`config.mk`:
```
export PLATFORM = sky130hd
export DESIGN_NAME = time_step_group_histogram
export DESIGN_NICKNAME = d
export VERILOG_FILES = /design/src/rtl/tsgh_pkg.sv /design/src/rtl/time_step_group_histogram.sv
export SDC_FILE = /design/constraint.sdc
export NUM_CORES = 1
export LEC_CHECK = 0
export BUFFER_PORTS_ARGS = -buffer_cell sky130_fd_sc_hd__buf_2
export CAP_MARGIN = 20
export CORE_UTILIZATION = 50
export CTS_BUF_LIST = sky130_fd_sc_hd__clkbuf_4 sky130_fd_sc_hd__clkbuf_8 sky130_fd_sc_hd__clkbuf_16
export DETAILED_ROUTE_END_ITERATION = 10
export PLACE_DENSITY = 0.66
export SLEW_MARGIN = 30
export SYNTH_ARGS = -nofsm -noshare
export SYNTH_HDL_FRONTEND = slang
export SYNTH_SLANG_ARGS = --single-unit
```
`constraint.sdc`:
```
create_clock -name clock -period 8.9 [get_ports clock]
set_input_delay 1.78 -clock clock [delete_from_list [all_inputs] [get_ports clock]]
set_output_delay 1.78 -clock clock [all_outputs]
set_load 0.02 [all_outputs]
```
`src/rtl/tsgh_pkg.sv`:
```
`default_nettype none

package tsgh_pkg;

   // fixed field widths of the item channels
   localparam int OP_W        = 2;
   localparam int TS_W        = 32;
   localparam int GROUP_W     = 3;
   localparam int COUNT_OUT_W = 32;
   localparam int AG_W        = 4;

   // configuration port
   localparam int CSR_IDX_W  = 3;
   localparam int CSR_DATA_W = 32;

   // number of stored thresholds (upper bounds of groups 0..6)
   localparam int NUM_THRESHOLDS = 7;

   // register indexes
   localparam logic [CSR_IDX_W-1:0] CSR_ACTIVE_GROUPS = 3'd0;
   localparam logic [CSR_IDX_W-1:0] CSR_THRESHOLD_1   = 3'd1;

   // item operations
   typedef enum logic [OP_W-1:0] {
      OP_CLASSIFY = 2'd0,
      OP_READ     = 2'd1,
      OP_CLEAR    = 2'd2
   } op_type;

endpackage

`default_nettype wire

```
`src/rtl/time_step_group_histogram.sv`:
```
// time_step_group_histogram
//
// Bins element time steps (unsigned Q8.24) into up to MAX_GROUPS groups by
// ascending thresholds and keeps a saturating counter per group.
// Input channel req_*: op, time_step, group_index. Result channel rsp_*:
// group, count. Both use valid/stall; an item moves when valid is high and
// stall is low. Every input item gives exactly one result item.
// Configuration: csr_wr_en with csr_index/csr_wr_data writes active_groups
// (index 0) or threshold_1..threshold_7 (index 1..7); write only while idle.
// Each accepted item passes the input stage, then the result register.
// Throughput: one item per cycle while the result channel does not stall,
// with the counter read, increment and write-back in the second stage.
// Stall: when rsp_stall holds a waiting result, an empty input stage still
// takes one more item; after that req_stall rises until the result is taken.
// Reset: counters cleared, active_groups = 1, thresholds all ones, both
// stages empty. A clear item zeroes all counters together.

`default_nettype none

module time_step_group_histogram
   import tsgh_pkg::*;
#(
   parameter int MAX_GROUPS = 8,
   parameter int COUNT_BITS = 32
) (
   input  wire                    clock,
   input  wire                    reset,
   // input channel
   input  wire                    req_valid,
   output logic                   req_stall,
   input  wire [OP_W-1:0]         req_op,
   input  wire [TS_W-1:0]         req_time_step,
   input  wire [GROUP_W-1:0]      req_group_index,
   // result channel
   output logic                   rsp_valid,
   input  wire                    rsp_stall,
   output logic [GROUP_W-1:0]     rsp_group,
   output logic [COUNT_OUT_W-1:0] rsp_count,
   // configuration port
   input  wire                    csr_wr_en,
   input  wire [CSR_IDX_W-1:0]    csr_index,
   input  wire [CSR_DATA_W-1:0]   csr_wr_data
);

   localparam int CIDX_W = (MAX_GROUPS > 1) ? $clog2(MAX_GROUPS) : 1;

   // configuration registers
   logic [AG_W-1:0]  active_groups_ff;
   logic [TS_W-1:0]  thr_ff [NUM_THRESHOLDS];
   logic [CSR_IDX_W-1:0] thr_idx;

   // input stage
   logic                      s1_valid_ff, s1_valid_in;
   op_type                    s1_op_ff;
   logic [GROUP_W-1:0]        s1_gi_ff;
   logic [NUM_THRESHOLDS-1:0] s1_lt_ff, s1_lt_in;

   // counters and result register
   logic [COUNT_BITS-1:0]  counts_ff [MAX_GROUPS];
   logic                   rsp_valid_ff, rsp_valid_in;
   logic [GROUP_W-1:0]     rsp_group_ff, rsp_group_in;
   logic [COUNT_OUT_W-1:0] rsp_count_ff, rsp_count_in;

   logic out_free, s1_fire, req_fire;
   logic [AG_W-1:0]       n_use;
   logic [CIDX_W-1:0]     cls_grp, sel;
   logic                  gi_in_range;
   logic [COUNT_BITS-1:0] cur, inc, rep_src;
   logic [63:0]           rep_wide;
   logic [COUNT_OUT_W-1:0] rep;

   // handshake
   assign out_free  = !rsp_valid_ff || !rsp_stall;
   assign s1_fire   = s1_valid_ff && out_free;
   assign req_stall = s1_valid_ff && !out_free;
   assign req_fire  = req_valid && !req_stall;

   assign s1_valid_in  = req_fire || (s1_valid_ff && !s1_fire);
   assign rsp_valid_in = s1_fire || (rsp_valid_ff && rsp_stall);

   // threshold compares on the incoming time step
   always_comb begin
      for (int i = 0; i < NUM_THRESHOLDS; i++) begin
         s1_lt_in[i] = req_time_step < thr_ff[i];
      end
   end

   // groups in use, clamped to 1..MAX_GROUPS
   always_comb begin
      n_use = active_groups_ff;
      if (active_groups_ff == '0) begin
         n_use = AG_W'(1);
      end else if (int'(active_groups_ff) > MAX_GROUPS) begin
         n_use = AG_W'(MAX_GROUPS);
      end
   end

   // first group whose upper bound exceeds the time step
   always_comb begin
      cls_grp = CIDX_W'(n_use - AG_W'(1));
      for (int g = MAX_GROUPS - 2; g >= 0; g--) begin
         if (((g + 1) < int'(n_use)) && s1_lt_ff[g]) begin
            cls_grp = CIDX_W'(g);
         end
      end
   end

   // counter read, saturating increment and 32-bit report
   assign gi_in_range = int'(s1_gi_ff) < MAX_GROUPS;
   assign sel     = (s1_op_ff == OP_CLASSIFY) ? cls_grp : s1_gi_ff[CIDX_W-1:0];
   assign cur     = counts_ff[sel];
   assign inc     = (cur == '1) ? cur : cur + COUNT_BITS'(1);
   assign rep_src = (s1_op_ff == OP_CLASSIFY) ? inc : cur;
   assign rep_wide = 64'(rep_src);
   assign rep     = (|rep_wide[63:32]) ? '1 : rep_wide[31:0];

   // result payload
   always_comb begin
      rsp_group_in = '0;
      rsp_count_in = '0;
      case (s1_op_ff)
         OP_CLASSIFY: begin
            rsp_group_in = GROUP_W'(cls_grp);
            rsp_count_in = rep;
         end
         OP_READ: begin
            rsp_group_in = s1_gi_ff;
            rsp_count_in = gi_in_range ? rep : '0;
         end
         default: begin
            rsp_group_in = '0;
            rsp_count_in = '0;
         end
      endcase
   end

   assign thr_idx = csr_index - CSR_THRESHOLD_1;

   // configuration registers
   always_ff @(posedge clock) begin
      if (reset) begin
         active_groups_ff <= AG_W'(1);
         for (int i = 0; i < NUM_THRESHOLDS; i++) begin
            thr_ff[i] <= '1;
         end
      end else if (csr_wr_en) begin
         case (csr_index)
            CSR_ACTIVE_GROUPS: active_groups_ff <= csr_wr_data[AG_W-1:0];
            default: thr_ff[thr_idx] <= csr_wr_data[TS_W-1:0];
         endcase
      end
   end

   // input stage payload
   always_ff @(posedge clock) begin
      if (req_fire) begin
         s1_op_ff <= op_type'(req_op);
         s1_gi_ff <= req_group_index;
         s1_lt_ff <= s1_lt_in;
      end
   end

   // pipeline control and result register
   always_ff @(posedge clock) begin
      if (reset) begin
         s1_valid_ff  <= 1'b0;
         rsp_valid_ff <= 1'b0;
      end else begin
         s1_valid_ff  <= s1_valid_in;
         rsp_valid_ff <= rsp_valid_in;
      end
      if (s1_fire) begin
         rsp_group_ff <= rsp_group_in;
         rsp_count_ff <= rsp_count_in;
      end
   end

   // group counters
   always_ff @(posedge clock) begin
      if (reset) begin
         for (int i = 0; i < MAX_GROUPS; i++) begin
            counts_ff[i] <= '0;
         end
      end else if (s1_fire) begin
         case (s1_op_ff)
            OP_CLASSIFY: counts_ff[cls_grp] <= inc;
            OP_CLEAR: begin
               for (int i = 0; i < MAX_GROUPS; i++) begin
                  counts_ff[i] <= '0;
               end
            end
            default: ;
         endcase
      end
   end

   assign rsp_valid = rsp_valid_ff;
   assign rsp_group = rsp_group_ff;
   assign rsp_count = rsp_count_ff;

   // a clear item reports group 0 and count 0
   a_clear_result: assert property (@(posedge clock) disable iff (reset)
      (s1_fire && s1_op_ff == OP_CLEAR) |=> (rsp_group == '0 && rsp_count == '0))
      else $error("clear item gave a nonzero result");

   // a classify item always sees a count of at least one
   a_classify_nonzero: assert property (@(posedge clock) disable iff (reset)
      (s1_fire && s1_op_ff == OP_CLASSIFY) |=> (rsp_count != '0))
      else $error("classify item returned a zero count");

   // a classified group stays inside the groups in use
   a_classify_range: assert property (@(posedge clock) disable iff (reset)
      (s1_fire && s1_op_ff == OP_CLASSIFY) |=> (AG_W'(rsp_group) < $past(n_use)))
      else $error("classify group beyond groups in use");

   // the input side stalls only with a full input stage and a held result
   a_stall_needs_item: assert property (@(posedge clock) disable iff (reset)
      req_stall |-> (s1_valid_ff && rsp_valid_ff))
      else $error("input stalled with room in the pipeline");

endmodule

`default_nettype wire

```
==> parameters.txt <==
Parameter                              Value

Power and ir drop
  Final total power ... 6.24 mW
  Power per Cell Area ... 195 mW/mm2
  Internal power ... 4.58 mW
  Maximum resistive drop on vdd ... 0.000157 V
  Switching power summed over all nets ... 1.65 mW
  Switching share of power ... 26.5%
  Clock network power share ... 38.4%
  Power share of the sequential group ... 46.8%
  Leakage power ... 13.2 nW
  Proportion of power drawn by combinational gates ... 14.8%

Setup path
  Depth of the worst register-to-register path ... 16
  Critical path class ... register to register
  Type of element launching the critical path ... register
  Kind of end point of the critical path ... register
  Critical Path AT ... 7220 ps
  Data required, critical path ... 9230 ps
  Maximum fanout along the worst path ... 17

Place
  Final weighted congestion of routability-driven global placement ... 0.855
  Half-perimeter wire length after placement ... 49000 um
  IO Port Bufs ... 113

Final layout
  Filler Cell Count ... 4776
  Area Overhead vs Synth ... 11.5%
  Fraction of layout instances using a drive strength above 1 ... 13.9%
  Leading cell types in the layout, fill and taps excluded ... edfxtp_1 (495), nor2_1 (314), nand2_1 (299)
  Post-route core utilization ... 56.6%
  Commonest non-fill, non-tap cell in the layout ... edfxtp_1
  Layout Nets ... 2998

CTS
  Clk sinks ... 533
  Max clock buf depth ... 3
  # H-tree levels ... 2
  Clock latency at the later pin of the worst-skew pair ... 630 ps
  Inserted Clock Buffers ... 56
  Post-CTS setup buffer count ... 0
  Root buffer selected by CTS ... clkbuf_16
  Hold-fix buffers, CTS ... 0
  Clock slew at the register clock pins of the worst setup and hold paths ... 60 ps
  Quantity of gates resized following cts ... 0
  CTS tree ... built

Logic synthesis
  Synth Warn # ... 0
  Register bit total from synthesis ... 533
  Share of the yosys chip area belonging to registers ... 54.4%
  Main synth FF type ... edfxtp_1
  Post-Synthesis Cell Area ... 0.0287 mm2
  Average footprint of a synthesized cell ... 11.0 um2
  Async SR Flop Fraction ... 0%
  Nets in the synthesized netlist ... 2903
  Instance count of the mapped netlist ... 2603
  Number of synthesized flops with an enable pin ... 495
  Unique masters post-synth ... 95

GRT
  Global-route wire length before repair ... 117000 um
  Number of global-route vias before repair ... 20313
  Initial antenna violation count ... 3
  Pin count of the biggest net entering global routing ... 53
  Remaining Overflow, GRT ... 0
  Total GRT Usage ... 26.1%

Die
  Row cnt ... 87
  Placeable core area ... 0.0566 mm2
  # IOs ... 114
  Die width ... 242 um
  Starting utilization of the core area ... 50.8%
  Die ar. ... 0.0585 mm2
  Die Y ... 242 um

Routing
  Vias per cell ... 5.83
  Antenna Nets Post-Route ... 0
  DRC violations left ... 0
  Number of iterations in the first detailed-routing pass ... 7
  Iteration-0 DRC count of the detailed router ... 1750
  Average wire per standard cell ... 21.7 um
  Vias after detailed routing ... 20411
  Routed WL ... 75900 um

Timing
  Max-slew headroom ... 33.6%
  Crit path time final ... 6890 ps
  Setup repair after global routing missed its margin ... no
  Worst Max-Slew Pin Slew ... 992 ps
  Period utilisation layout ... 77.4%
  Final count of pins violating max slew ... 0
  Highest clock rate ... 145 MHz
  # setup viols final ... 0
  Setup TNS ... 0 ps
  Count of endpoints failing hold in the final timing report ... 0
  Setup skew after layout ... 29.9 ps

Flow run
  Count of max-cap constraint violations ... 0

Min path
  Type of the worst min-delay path ... register to register
  Count of cells along the worst hold path ... 2

Run status
  Result of the run ... finished clean
==> critical path, cell delays in order (launching register included) <==
cell and delay, ps:
dfxtp_1 670, inv_1 130, nand2_1 140, inv_1 60, ha_1 260, a22o_1 270
a21oi_2 290, a21oi_4 140, a21o_1 510, nand2_1 830, o22ai_1 200, a221oi_1 660
and4_1 450, nand4_1 520, nor4_1 970, xnor2_1 390, nor2_1 110
==> flip-flops by register name, summed over array words and instances (netlist names) <==
signal and count:
s1_gi_ff 3, counts_ff 256, rsp_count 32, s1_lt_ff 7, thr_ff 224, rsp_group 3, s1_valid_ff 1, rsp_valid 1
active_groups_ff 4, s1_op_ff 2
==> path summary, 6_finish.rpt <==
| path | startpoint | to | slack, ps |
|---|---|---|---|
| worst min-delay path | thr_ff[6][0] | thr_ff[6][0] | 480 |
| worst min register to register | thr_ff[6][0] | thr_ff[6][0] | 480 |
| worst max register to register | active_groups_ff[3] | counts_ff[3][28] | 2010 |
| worst max-delay path | active_groups_ff[3] | counts_ff[3][28] | 2010 |
==> through the flow <==
stage	setup WS, ps	cells	area [um2]	hold WS [ps]
after global placement	2150	3395	30100	456
after global routing	1590	3501	32000	508
after CTS	2000	3500	32000	485
after detailed placement	2010	3395	30100	469
after floorplan	2220	2603	28700	439
final	2010	3502	32000	482
==> layout make-up <==
cell class,instances,area [um2],share of cell area [%]
flip-flops and latches,533,15600,48.8
multi-input cells,1689,11700,36.5
clock buffers,79,1640,5.12
inverters,265,997,3.11
well taps,756,946,2.95
repair buffers,153,878,2.74
clock inverters,26,241,0.754
diodes,1,2.50,0.00781
==> cells in the mapped netlist, drive strengths merged, types with 3 or more instances <==
cell type	instances	area [um2]
xnor2	25	257
clkbuf	74	278
inv	265	995
dfxtp	38	761
nor3	52	272
a21oi	87	458
nor3b	6	45.0
nor2b	33	206
a311o	3	30.0
edfxtp	495	14900
or4	3	22.5
a211o	4	43.8
o21ai	56	292
buf	42	339
nand3	26	130
a311oi	12	118
mux2i	61	614
and4	17	149
a31oi	36	225
nand2b	38	238
or3	4	25.0
nand2	308	1160
a21o	70	526
a2111oi	8	133
a31o	3	26.3
a211oi	22	170
nor2	323	1240
mux2	40	450
o22ai	21	138
and2	6	37.5
and3	32	200
xor2	7	98.9
ha	223	2790
o211ai	34	260
o31ai	6	55.1
a221oi	16	250
o41ai	4	35.0
nor4	9	62.6
a32oi	3	26.3
or2	9	56.3
nand4	44	282
o31a	4	35.0
o311ai	3	48.8
==> power by group through the flow <==
| stage | combinational, mW | sequential [mW] | clock [mW] |
|---|---|---|---|
| finish | 0.924 | 2.92 | 2.40 |
| global route | 1.01 | 2.93 | 2.51 |
| CTS | 0.919 | 2.92 | 2.42 |
| detailed placement | 0.912 | 2.97 | 0 |
| global placement | 0.884 | 2.97 | 0 |
| floorplan | 0.605 | 2.97 | 0 |
==> metal layers <==
metal	track usage (%)	part of all wire, %	vias to the layer above
met4	9.83	3.3	4
met5	0	0.041	-
li1	-	-	9506
met2	43.4	47	812
met1	34.8	42	9934
met3	3.27	7.5	155
==> logic make-up after synthesis <==
family,Yosys count,synth area share [%]
multiplexers,103,3.86
AND/OR/NAND/NOR,916,14.5
buffers and inverters,381,5.61
adder cells (fa/ha/maj),223,9.71
AO/OA/AOI/OAI,415,10.7
XOR/XNOR,32,1.24
flip-flops,533,54.4
Power figures use the tool's default switching activity.
